===== src/sv/cae_pkg.sv =====
// ----------------------------------------------------------------------------
// cae_pkg
// types and action codes for the 8-bit alu and register execute core
// ----------------------------------------------------------------------------
package cae_pkg;

	localparam logic [4:0] ACT_LDA   = 5'd0;
	localparam logic [4:0] ACT_LDX   = 5'd1;
	localparam logic [4:0] ACT_LDY   = 5'd2;
	localparam logic [4:0] ACT_ADC   = 5'd3;
	localparam logic [4:0] ACT_AND   = 5'd4;
	localparam logic [4:0] ACT_EOR   = 5'd5;
	localparam logic [4:0] ACT_ASL_A = 5'd6;
	localparam logic [4:0] ACT_ASL_M = 5'd7;
	localparam logic [4:0] ACT_BIT   = 5'd8;
	localparam logic [4:0] ACT_CMP   = 5'd9;
	localparam logic [4:0] ACT_CPX   = 5'd10;
	localparam logic [4:0] ACT_CPY   = 5'd11;
	localparam logic [4:0] ACT_INC   = 5'd12;
	localparam logic [4:0] ACT_DEC   = 5'd13;
	localparam logic [4:0] ACT_INX   = 5'd14;
	localparam logic [4:0] ACT_INY   = 5'd15;
	localparam logic [4:0] ACT_DEX   = 5'd16;
	localparam logic [4:0] ACT_DEY   = 5'd17;
	localparam logic [4:0] ACT_CLC   = 5'd18;
	localparam logic [4:0] ACT_CLD   = 5'd19;
	localparam logic [4:0] ACT_CLI   = 5'd20;
	localparam logic [4:0] ACT_CLV   = 5'd21;

	typedef struct packed {
		logic [4:0] action;
		logic [7:0] operand_value;
	} in_t;

	typedef struct packed {
		logic [7:0] result_value;
		logic       write_back;
		logic [7:0] reg_a_out;
		logic [7:0] reg_x_out;
		logic [7:0] reg_y_out;
		logic       carry_out;
		logic       zero_out;
		logic       irq_mask_out;
		logic       decimal_out;
		logic       overflow_out;
		logic       negative_out;
	} out_t;

	// architectural registers and flags
	typedef struct packed {
		logic [7:0] a;
		logic [7:0] x;
		logic [7:0] y;
		logic       c;
		logic       z;
		logic       i;
		logic       d;
		logic       v;
		logic       n;
	} arch_t;

endpackage


===== src/sv/cae_alu.sv =====
// ----------------------------------------------------------------------------
// cae_alu
// single-pass execute logic: next registers, flags and result byte
// ----------------------------------------------------------------------------
module cae_alu (
	input  cae_pkg::in_t   item,
	input  cae_pkg::arch_t cur,
	output cae_pkg::arch_t nxt,
	output logic [7:0]     res,
	output logic           wb
);

	logic [7:0] op;
	logic [8:0] sum9;
	logic [7:0] cmp_reg;
	logic [8:0] diff9;
	logic [7:0] and_val;
	logic       zn_en;

	assign op      = item.operand_value;
	assign sum9    = {1'b0, cur.a} + {1'b0, op} + {8'd0, cur.c};
	assign and_val = cur.a & op;
	assign diff9   = {1'b0, cmp_reg} - {1'b0, op};

	always_comb begin
		case (item.action)
			cae_pkg::ACT_CPX: cmp_reg = cur.x;
			cae_pkg::ACT_CPY: cmp_reg = cur.y;
			default:          cmp_reg = cur.a;
		endcase
	end

	always_comb begin
		nxt   = cur;
		res   = '0;
		wb    = 1'b0;
		zn_en = 1'b0;
		unique case (item.action) inside
			cae_pkg::ACT_LDA: begin
				nxt.a = op; res = op; zn_en = 1'b1;
			end
			cae_pkg::ACT_LDX: begin
				nxt.x = op; res = op; zn_en = 1'b1;
			end
			cae_pkg::ACT_LDY: begin
				nxt.y = op; res = op; zn_en = 1'b1;
			end
			cae_pkg::ACT_ADC: begin
				nxt.a = sum9[7:0];
				nxt.c = sum9[8];
				// same-sign addends, sum sign differs
				nxt.v = (cur.a[7] ^ sum9[7]) & (op[7] ^ sum9[7]);
				res   = sum9[7:0];
				zn_en = 1'b1;
			end
			cae_pkg::ACT_AND: begin
				nxt.a = and_val; res = and_val; zn_en = 1'b1;
			end
			cae_pkg::ACT_EOR: begin
				nxt.a = cur.a ^ op; res = cur.a ^ op; zn_en = 1'b1;
			end
			cae_pkg::ACT_ASL_A: begin
				nxt.c = cur.a[7];
				nxt.a = {cur.a[6:0], 1'b0};
				res   = {cur.a[6:0], 1'b0};
				zn_en = 1'b1;
			end
			cae_pkg::ACT_ASL_M: begin
				nxt.c = op[7];
				res   = {op[6:0], 1'b0};
				wb    = 1'b1;
				zn_en = 1'b1;
			end
			cae_pkg::ACT_BIT: begin
				res   = and_val;
				nxt.n = op[7];
				nxt.v = op[6];
				nxt.z = (and_val == 8'd0);
			end
			cae_pkg::ACT_CMP, cae_pkg::ACT_CPX, cae_pkg::ACT_CPY: begin
				res   = diff9[7:0];
				nxt.c = ~diff9[8];
				zn_en = 1'b1;
			end
			cae_pkg::ACT_INC: begin
				res = op + 8'd1; wb = 1'b1; zn_en = 1'b1;
			end
			cae_pkg::ACT_DEC: begin
				res = op - 8'd1; wb = 1'b1; zn_en = 1'b1;
			end
			cae_pkg::ACT_INX: begin
				nxt.x = cur.x + 8'd1; res = cur.x + 8'd1; zn_en = 1'b1;
			end
			cae_pkg::ACT_INY: begin
				nxt.y = cur.y + 8'd1; res = cur.y + 8'd1; zn_en = 1'b1;
			end
			cae_pkg::ACT_DEX: begin
				nxt.x = cur.x - 8'd1; res = cur.x - 8'd1; zn_en = 1'b1;
			end
			cae_pkg::ACT_DEY: begin
				nxt.y = cur.y - 8'd1; res = cur.y - 8'd1; zn_en = 1'b1;
			end
			cae_pkg::ACT_CLC: nxt.c = 1'b0;
			cae_pkg::ACT_CLD: nxt.d = 1'b0;
			cae_pkg::ACT_CLI: nxt.i = 1'b0;
			cae_pkg::ACT_CLV: nxt.v = 1'b0;
			default: ;
		endcase
		if (zn_en) begin
			nxt.z = (res == 8'd0);
			nxt.n = res[7];
		end
	end

endmodule


===== src/sv/cpu_alu_register_execute_core.sv =====
// ----------------------------------------------------------------------------
// cpu_alu_register_execute_core
// path: a beat passes the input register, then the result register;
//   throughput one beat per cycle while the consumer does not stall, set by the single-pass alu
// reset: arst_n clears both stage valids and a, x, y and all flags at once
// ----------------------------------------------------------------------------
module cpu_alu_register_execute_core (
	input  logic          clk,
	input  logic          arst_n,
	input  logic          in_valid,
	output logic          in_ready,
	input  cae_pkg::in_t  in_data,
	output logic          out_valid,
	input  logic          out_ready,
	output cae_pkg::out_t out_data
);

	// stage 1: captured input beat
	logic           vld_s1;
	cae_pkg::in_t   item_s1;

	// stage 2: result register, holds while the consumer stalls
	logic           vld_s2;
	cae_pkg::out_t  res_s2;

	// architectural registers and flags
	cae_pkg::arch_t arch_q;

	cae_pkg::arch_t arch_nxt;
	cae_pkg::out_t  res_nxt;
	logic [7:0]     alu_res;
	logic           alu_wb;
	logic           adv;

	// stage 1 moves into the result register when that register is free or
	// being drained this cycle
	assign adv      = vld_s1 & (~vld_s2 | out_ready);
	assign in_ready = ~vld_s1 | adv;

	cae_alu u_alu (
		.item (item_s1),
		.cur  (arch_q),
		.nxt  (arch_nxt),
		.res  (alu_res),
		.wb   (alu_wb)
	);

	// result beat carries the byte and the full register view afterwards
	always_comb begin
		res_nxt.result_value = alu_res;
		res_nxt.write_back   = alu_wb;
		res_nxt.reg_a_out    = arch_nxt.a;
		res_nxt.reg_x_out    = arch_nxt.x;
		res_nxt.reg_y_out    = arch_nxt.y;
		res_nxt.carry_out    = arch_nxt.c;
		res_nxt.zero_out     = arch_nxt.z;
		res_nxt.irq_mask_out = arch_nxt.i;
		res_nxt.decimal_out  = arch_nxt.d;
		res_nxt.overflow_out = arch_nxt.v;
		res_nxt.negative_out = arch_nxt.n;
	end

	always_ff @(posedge clk or negedge arst_n) begin
		if (!arst_n) begin
			vld_s1 <= 1'b0;
		end else if (in_ready) begin
			vld_s1 <= in_valid;
		end
	end

	always_ff @(posedge clk) begin
		if (in_valid && in_ready) begin
			item_s1 <= in_data;
		end
	end

	always_ff @(posedge clk or negedge arst_n) begin
		if (!arst_n) begin
			vld_s2 <= 1'b0;
		end else if (adv) begin
			vld_s2 <= 1'b1;
		end else if (out_ready) begin
			vld_s2 <= 1'b0;
		end
	end

	always_ff @(posedge clk) begin
		if (adv) begin
			res_s2 <= res_nxt;
		end
	end

	// state commits when the beat leaves stage 1, so the next beat sees it
	always_ff @(posedge clk or negedge arst_n) begin
		if (!arst_n) begin
			arch_q <= '0;
		end else if (adv) begin
			arch_q <= arch_nxt;
		end
	end

	assign out_valid = vld_s2;
	assign out_data  = res_s2;

endmodule


===== config.mk =====
export PLATFORM = sky130hd
export DESIGN_NAME = cpu_alu_register_execute_core
export DESIGN_NICKNAME = d
export VERILOG_FILES = /design/src/sv/cae_pkg.sv /design/src/sv/cae_alu.sv /design/src/sv/cpu_alu_register_execute_core.sv
export SDC_FILE = /design/constraint.sdc
export NUM_CORES = 1
export LEC_CHECK = 0
export BUFFER_PORTS_ARGS = -buffer_cell sky130_fd_sc_hd__buf_2
export CORE_MARGIN = 8
export CORE_UTILIZATION = 30
export DETAILED_ROUTE_END_ITERATION = 6
export PLACE_DENSITY = 0.56
export SETUP_SLACK_MARGIN = 0.2
export SYNTH_ARGS = -nofsm -noshare
export SYNTH_HDL_FRONTEND = slang
export SYNTH_SLANG_ARGS = --single-unit

===== constraint.sdc =====
create_clock -name clk -period 7.7 [get_ports clk]
set_clock_uncertainty 0.15 [all_clocks]
set_input_delay 1.155 -clock clk [delete_from_list [all_inputs] [get_ports clk]]
set_output_delay 1.155 -clock clk [all_outputs]
set_load 0.05 [all_outputs]

==> metrics.yaml, run 1 <==
status: "finished clean"
syn2layout_area_growth_pct: 12.7
powerDensity_nw_per_um2: 311
syn_nets: 663
cts_tree: "built"
r2r-start: "item_s1[10]"
cts_hold_buf: 0
synth_cell_types: 81
hold_start: "arch_q[2]"
setup_viol: 0
hold_path.class: "register to register"
p_clk_share_pct: 20.1
end_kind: "register"
min_to: "arch_q[2]"
async_reset_ff_share_pct: 38.1
cts_resized: 0
yosys.area_share.simple_pct: 19.9
post-dp-hpwl_mm: 13.6
r2r_end: "out_data[0]"
holdPathStages: 1
worstRegToRegCells: 13
fin_tns_setup_ns: 0
diodes: 0
die_width_um: 156
combPwrFrac_pct: 43.3
syn-mean-instance-area_um2: 9.61
via_per_inst: 5.48
synth_top_area_share_pct: 26.4
yosys-top-cells-area: "edfxtp_1 26%, dfrtp_1 14%, ha_1 5.7%"
rrSetupSlack_ns: 3.16
gp_congestion: 0.915
ys_warn_count: 0
crit_path_start_kind: "register"
rsz0062_at_grt: "no"
drt-initial-drc-count: 588
ctsRootBufferMaster: "clkbuf_16"
drt-total-wl_mm: 18.4
layout-drive-gt1-share_pct: 15.5
finalNetCount: 702
drc: 0
postRouteAntennaNets: 0
cap_violations: 0
antenna_found_initial: 0
grt_first_pass_wirelength_mm: 28.5
synth_edf_count: 52
report.power.total_uw: 2070
grt-ovfl-total: 0
fmax_mhz: 220
finalCritPeriodShare_pct: 59.0
wl_per_cell_um: 19.9
ir_worst_vdd_uv: 126
synth_compound_area_share_pct: 22.9
postSynth.topFlopCell: "edfxtp_1"
cts.sinks: 84
dieArea_um2: 24400
ys_seq_area_share_pct: 40.0
p_sw_uw: 905
grt_max_degree: 44
io_pins: 58
core_um2: 19400
clock_latency_ns: 0.36
slew_headroom_pct: 23.1
track_usage_pct: 15.3
crit_arrival_ns: 4.51
crit_required_ns: 7.67
swShare_pct: 43.7
yosysTopAreaCell: "edfxtp_1"
synth_xor_area_share_pct: 2.67
first_pass_iters: 5
hold_violations: 0
fin_crit_ns: 4.54
syn-cell-area_um2: 5910
cts_max_level: 3
p_int_uw: 1160
clkTransAtPathRegs_ns: 0.06
clockBufferDepth: 2
final_max_slew_viol_count: 0
muxShareOfSynthArea_pct: 2.92
seqPwrFrac_pct: 36.6
critPathMaxFanout: 23
tightest_slew_ns: 1.15
critPathKind: "register to register"
vias: 5059
port_buffers: 57
p_leak_uw: 0.00263
ys_ff_latch: 84
initial_core_util_pct: 30.5
synth_fa_ha_area_share_pct: 7.07
synth_top_family_by_area: "compound AO/OA/AOI/OAI gates"
die_h_um: 156
cts_made_buffers: 9
rows: 51
post_cts.repair.setup_buffers: 0
grt_pass1_vias: 4704
syn_inst: 615
==> cell usage in the layout, fill, tap and decap left out, types with 5 or more instances in the layout <==
master / count
xor2_1: 5
and2_1: 6
a31oi_1: 7
inv_1: 27
nand2_1: 66
a22oi_1: 9
dfrtp_1: 32
nand4_1: 6
nor3_1: 15
xnor2_1: 13
o22ai_1: 8
o21a_1: 9
buf_2: 57
a221oi_1: 7
a22o_1: 6
nand3_1: 12
a221o_1: 14
or3_1: 5
o211ai_1: 5
mux2i_1: 9
o21ai_0: 24
nor4_1: 6
edfxtp_1: 52
nand3b_1: 5
a21o_1: 5
nor2b_1: 7
nand2b_1: 10
clkbuf_16: 9
nor2_1: 63
a222oi_1: 9
a21oi_1: 29
ha_1: 27
==> power by group through the flow <==
stage | clock network, uW | logic (uW) | registers (uW)
3_3_place_gp | 0 | 888 | 766
3_5_place_dp | 0 | 893 | 765
6_report | 415 | 897 | 758
5_1_grt | 441 | 981 | 776
2_1_floorplan | 0 | 578 | 848
4_1_cts | 426 | 898 | 757
==> cell usage after synthesis (5+ instances only) <==
cell      number
dfrtp_1       32
nor2b_1        7
a221o_1       14
o21a_1         9
o211ai_1       5
ha_1          27
nand2b_1      10
nand3b_1       5
a221oi_1       7
edfxtp_1      52
and2_1         6
nand3_1       12
a21oi_1       29
a22oi_1        9
nor3_1        15
inv_1         28
a22o_1         6
buf_2         11
mux2i_1        9
clkbuf_1      14
xor2_1         5
nand4_1        6
xnor2_1       13
nand2_1       66
or3_1          5
nor2_1        63
a31oi_1        7
a21o_1         5
a222oi_1       9
o21ai_0       24
o22ai_1        8
nor4_1         6
==> state kept, by name, indices dropped and copies added (netlist names) <==
signal	cells
vld_s1	1
out_data	39
arch_q	30
item_s1	13
out_valid	1
==> cell families after synthesis <==
group,count (synthesis)
AOI/OAI and AO/OA,177
xor gates and xnor gates,18
adders and majority gates,31
buffers and inverters,59
DFF,84
muxes,15
and+or+nand+nor,231
==> stage by stage <==
stage | worst slack [ns] | hold WS [ns] | instance area [um^2] | cells | utilization [%]
final | 3.16 | 0.333 | 6660 | 924 | 34.3
after floorplan | 3.73 | 0.293 | 5910 | 615 | -
after detailed placement | 3.23 | 0.318 | 6380 | 908 | 32.9
after CTS | 3.20 | 0.333 | 6660 | 924 | 34.3
after global routing | 2.75 | 0.350 | 6660 | 924 | 34.3
after global placement | 3.30 | 0.305 | 6380 | 908 | 32.9
==> how the worst max path moves through the flow <==
stage | start | endpoint | cells past startpoint
after CTS | item_s1[10] | arch_q[4] | 15
after detailed placement | item_s1[10] | arch_q[4] | 15
final | item_s1[10] | out_data[0] | 13
after global placement | item_s1[10] | arch_q[4] | 15
after global routing | item_s1[10] | arch_q[4] | 15
after floorplan | item_s1[8] | out_data[0] | 15
==> critical path, cell delays in order (launching register included) <==
cell       delay, ns
edfxtp_1        0.79
nand2b_1        0.26
nor2_1          0.53
nand2_1         0.18
inv_1           0.21
ha_1            0.30
a211oi_2        0.24
o21bai_2        0.13
a2111oi_4       0.37
nor4_1          0.08
or4b_1          0.57
nor3_2          0.25
nand2_1         0.10
and2_1          0.15
==> final cells by class <==
type	count	area [um^2]
inverters	28	105
flip-flops and latches	84	2360
fillers	2032	12700
well taps	265	332
multi-input cells	472	3280
clock inverters	7	51.3
clock buffers	9	225
repair buffers	59	300
==> metal layers <==
layer / track usage [%] / share of wire [%] / routed length (um) / vias to the layer above
met4: 5.03 / 1.9 / 353 / 0
met1: 21.4 / 47 / 8650 / 2436
met3: 3.86 / 7.0 / 1300 / 22
met2: 22.5 / 44 / 8090 / 192
li1: - / - / - / 2409
met5: 0 / 0 / 0 / -
(Power assumes the default switching activity.)
==> run 2, diff against run 1 <==
Settings changed: PLACE_DENSITY 0.56 to 0.58.
Clock period 7.7 ns to 3.95 ns, I/O delays scaled along.
==> metrics.yaml, run 2 (synthesis results as in run 1) <==
finalCritPeriodShare_pct: 90.5  # +31 points
gp_congestion: 0.919  # +0.45%
end_kind: "register"
final_max_slew_viol_count: 0  # unchanged
syn2layout_area_growth_pct: 16.3
fin_crit_ns: 3.57  # -0.969 ns
vias: 5135  # +1.5%
hold_path.class: "input pin to asynchronous set/reset pin"
clockBufferDepth: 2  # unchanged
combPwrFrac_pct: 43.9  # +0.6 points
ctsRootBufferMaster: "clkbuf_16"
finalNetCount: 724  # +3.1%
swShare_pct: 42.7  # -0.98 points
tightest_slew_ns: 0.973  # -0.178 ns
critPathSlowestCell: "or4b_1"
rsz0062_at_grt: "yes"
cts_made_buffers: 9  # unchanged
cts.sinks: 84  # unchanged
ir_worst_vdd_uv: 246  # +95%
fin_tns_setup_ns: 0  # unchanged
crit_required_ns: 3.92  # -3.75 ns
first_pass_iters: 5  # unchanged
io_pins: 58  # unchanged
largest_reg_flops: 39  # unchanged
slew_headroom_pct: 34.6  # +12 points
drc: 0  # unchanged
track_usage_pct: 15.4  # +0.12 points
critPathMaxFanout: 6  # -74%
cts_max_level: 3  # unchanged
cpMostUsedCell: "nand2_1"
via_per_inst: 5.43  # -0.86%
grt_first_pass_wirelength_mm: 28.7  # +0.85%
crit_arrival_ns: 3.54  # -0.97 ns
core_um2: 19400  # unchanged
report.power.total_uw: 4120  # +99%
initial_core_util_pct: 30.5  # unchanged
setup_viol: 0  # unchanged
crit_path_cell_trace: "nand2b_1, nor2_2, nand2_1, inv_2, ha_1, a211oi_2, o21bai_2, a2111oi_4, nor4_1, or4b_1, nor3_4, nand2_1, and2_1"
drt-total-wl_mm: 18.6  # +0.91%
post-dp-hpwl_mm: 14.0  # +3.1%
clock_latency_ns: 0.36  # about the same
status: "finished clean"
p_clk_share_pct: 20.7  # +0.6 points
powerDensity_nw_per_um2: 600  # +93%
layout-drive-gt1-share_pct: 18.9  # +3.5 points
diodes: 0  # unchanged
grt_max_degree: 51  # +16%
p_sw_uw: 1760  # +95%
cap_violations: 0  # unchanged
max_stage_delay_ns: 0.60  # -0.19 ns
mostFrequentLayoutCell: "nand2_1"
p_leak_uw: 0.00276  # +5.0%
grt_pass1_vias: 4859  # +3.3%
p_int_uw: 2360  # +100%
seqPwrFrac_pct: 35.4  # -1.2 points
grt-ovfl-total: 0  # unchanged
cts_tree: "built"
most-common-layout-cells: "66 x nand2_1, 62 x nor2_1, 57 x buf_2, 52 x edfxtp_1, 32 x dfrtp_1"
port_buffers: 57  # unchanged
antenna_found_initial: 0  # unchanged
clkTransAtPathRegs_ns: 0.06  # about the same
drt-initial-drc-count: 547  # -7.0%
startpoint: "item_s1[12]"
hold_violations: 0  # unchanged
wl_per_cell_um: 19.6  # -1.4%
r2r-start: "item_s1[12]"
critPathKind: "register to register"
postRouteAntennaNets: 0  # unchanged
cts_hold_buf: 0  # unchanged
die_width_um: 156  # unchanged
die_h_um: 156  # unchanged
crit_path_start_kind: "register"
fmax_mhz: 280  # +27%
rows: 51  # unchanged
dieArea_um2: 24400  # unchanged
[run 2: power groups by stage]
| stage | Clock, uW | Sequential (uW) | Combinational [uW] |
|---|---|---|---|
| after floorplan | 0 | 1650 | 1130 |
| after global placement | 0 | 1480 | 1780 |
| after detailed placement | 0 | 1470 | 1780 |
| after CTS | 879 | 1460 | 1790 |
| after global routing | 909 | 1500 | 1970 |
| final | 851 | 1460 | 1810 |
[run 2: repair_timing]
action	CTS	global route
setup endpoints to repair	1	6
gates resized for setup	0	7
gates cloned	0	0
pin swaps	0	1
buffers inserted	1	0
[run 2: final cells by class]
| type | count | area, um^2 |
|---|---|---|
| Fill cell | 2023 | 12500 |
| Clock inverter | 6 | 65.1 |
| Multi-Input combinational cell | 472 | 3300 |
| Sequential cell | 84 | 2360 |
| Timing Repair Buffer | 81 | 478 |
| Tap cell | 265 | 332 |
| Clock buffer | 10 | 229 |
| Inverter | 28 | 105 |
[run 2: through the flow]
| step | std cells | hold WS [ns] | area (um^2) | setup WS, ns | util (%) |
|---|---|---|---|---|---|
| 5_1_grt | 946 | 0.242 | 6870 | 0.192 | 35.4 |
| 3_5_place_dp | 929 | 0.319 | 6550 | 0.159 | 33.8 |
| 2_1_floorplan | 615 | 0.147 | 5920 | 0.235 | - |
| 4_1_cts | 946 | 0.201 | 6860 | 0.207 | 35.3 |
| 6_report | 946 | 0.180 | 6870 | 0.375 | 35.4 |
| 3_3_place_gp | 929 | 0.305 | 6550 | 0.284 | 33.8 |
[run 2: worst paths after layout]
path                       slack [ns]  cells after the start     endpoint
setup / recovery                 0.38                     13  out_data[0]
hold / removal                   0.18                      1   arch_q[28]
setup reg to reg                 0.38                     13  out_data[0]
hold reg to reg                  0.33                      1    arch_q[2]
max in group asynchronous        2.96                      1    out_valid
min in group clk                 0.26                      1   item_s1[5]
[run 2: worst max-delay path, delay by kind of cell, from the launching register on]
kind	cells	cell delay (ns)
AND/OR/NAND/NOR	8	1.66
AO/OA/AOI/OAI	3	0.73
flip-flops	1	0.38
adder cells (fa/ha/maj)	1	0.26
buffers and inverters	1	0.15
[run 2: routing by layer]
layer | vias up | track usage [%] | part of all wire, %
met5 | - | 0 | 0
met4 | 0 | 5.68 | 2.5
met2 | 206 | 23.0 | 44
li1 | 2450 | - | -
met1 | 2450 | 20.9 | 46
met3 | 29 | 4.19 | 7.2
==> run 3, diff against run 2 <==
Settings changed: BUFFER_PORTS_ARGS -buffer_cell sky130_fd_sc_hd__buf_2 to default, DONT_BUFFER_PORTS from default to 1, PLACE_DENSITY 0.58 to 0.55.
==> metrics.yaml, run 3 (synthesis results as in run 1) <==
busiest_layer: "met2"
report.power.total_uw: 4170  # +1.2%
post-dp-hpwl_mm: 14.7  # +4.9%
rows: 51  # unchanged
core_um2: 19400  # unchanged
fmax_mhz: 284  # +1.7%
hold_violations: 0  # unchanged
hold_start: "in_data[7]"
final_max_slew_viol_count: 0  # unchanged
clkTransAtPathRegs_ns: 0.06  # about the same
diodes: 0  # unchanged
first_pass_iters: 5  # unchanged
drt-total-wl_mm: 19.6  # +5.9%
die_h_um: 156  # unchanged
cts_tree: "built"
rsz0062_at_grt: "no"
crit_path_start_kind: "register"
port_buffers: 0  # -100%
grt_pass1_vias: 4916  # +1.2%
startpoint: "item_s1[9]"
final_cell_area_um2: 6660  # -3.2%
dieArea_um2: 24400  # unchanged
gr-usage-met3_pct: 4.14  # -0.055 points
drt-initial-drc-count: 627  # +15%
cts_max_level: 3  # unchanged
fin_tns_setup_ns: 0  # unchanged
ctsRootBufferMaster: "clkbuf_16"
cts.sinks: 84  # unchanged
antenna_found_initial: 0  # unchanged
cts_made_buffers: 9  # unchanged
layout-drive-gt1-share_pct: 11.8  # -7.2 points
syn2layout_area_growth_pct: 12.6
die_width_um: 156  # unchanged
io_pins: 58  # unchanged
p_leak_uw: 0.00258  # -6.7%
clock_latency_ns: 0.36  # about the same
worst_slack_ns: 0.433  # +0.0584 ns
grt_use_met2_pct: 24.9  # +1.9 points
hold_path.class: "input pin to register"
crit_arrival_ns: 3.48  # -0.06 ns
ir_worst_vdd_uv: 237  # -3.5%
finalNetCount: 672  # -7.2%
wl_per_cell_um: 22.0  # +12%
track_usage_pct: 16.4  # +1.0 points
mostFrequentLayoutCell: "nand2_1"
tightest_slew_ns: 0.969  # -0.00461 ns
holdPathStages: 0
end_kind: "register"
crit_required_ns: 3.92  # about the same
vias: 5041  # -1.8%
finalCritPeriodShare_pct: 89.0  # -1.5 points
powerDensity_nw_per_um2: 627  # +4.5%
fin_crit_ns: 3.52  # -0.0584 ns
status: "finished clean"
r2r_end: "out_data[0]"
clockBufferDepth: 2  # unchanged
grt_util_met1_pct: 22.0  # +1.1 points
grt_first_pass_wirelength_mm: 30.3  # +5.4%
min_to: "item_s1[7]"
dp_slack_ns: 0.266  # +0.106 ns
grt_max_degree: 45  # -12%
r2r-start: "item_s1[9]"
placed_area_um2: 6270  # -4.3%
final_util_pct: 34.3  # -1.1 points
critPathMaxFanout: 4  # -2
largest_reg_flops: 39  # unchanged
rrSetupSlack_ns: 0.43  # +0.06 ns
critPathKind: "register to register"
postRouteAntennaNets: 0  # unchanged
most-common-layout-cells: "66 x nand2_1, 62 x nor2_1, 52 x edfxtp_1, 32 x dfrtp_1, 29 x a21oi_1"
gp_congestion: 0.938  # +2.1%
drc: 0  # unchanged
initial_core_util_pct: 30.5  # unchanged
setup_viol: 0  # unchanged
slew_headroom_pct: 34.9  # +0.31 points
grt-ovfl-total: 0  # unchanged
worstRegToRegCells: 13  # unchanged
cap_violations: 0  # unchanged
via_per_inst: 5.64  # +3.9%
[run 3: final cells by class]
class                      instances  area [um^2]
timing repair buffer              29          233
fill                            2029        12700
clock buffer                      11          243
sequential                        84         2360
clock inverter                     5         85.1
tap                              265          332
multi-input combinational        472         3300
inverter                          28          105
[run 3: through the flow]
step                      hold WS (ns)  instances
after floorplan                  0.147        615
after global placement           0.150        874
after detailed placement         0.150        874
after CTS                        0.167        892
after global routing             0.160        894
final                            0.177        894
[run 3: how the worst max path moves through the flow]
stage,to,slack (ns),cells after the start
finish,out_data[0],0.43,13
global route,out_data[0],0.20,13
CTS,out_data[0],0.25,13
detailed placement,out_data[0],0.27,13
global placement,out_data[0],0.34,13
floorplan,out_data[0],0.23,15
[run 3: metal layers]
metal / routed length (um) / share of wire [%]
met3: 1470 / 7.5
met1: 8710 / 44
met2: 8880 / 45
met5: 0 / 0
met4: 589 / 3.0
[run 3: power breakdown]
| part | switching, uW | internal (uW) |
|---|---|---|
| combinational | 802 | 617 |
| sequential | 604 | 1210 |
| clock | 367 | 575 |
| total | 1770 | 2400 |
[run 3: timing repair]
action                                  in CTS  in global routing
endpoints found under the setup margin       0                  5
setup buffers                                0                  2
hold buffers                                 2                  0
endpoints found under the hold margin       32                  0
gates resized for setup                      0                  5
[run 3: critical path, cell delays in order (launching register included)]
cell and delay (ns):
edfxtp_1 0.43, nand2b_1 0.21, nor2_2 0.16, nand2_1 0.12
inv_2 0.11, ha_1 0.25, a211oi_2 0.25, o21bai_2 0.13
a2111oi_4 0.37, nor4_1 0.08, or4b_1 0.54, nor3_4 0.24
nand2_1 0.09, and2_1 0.16
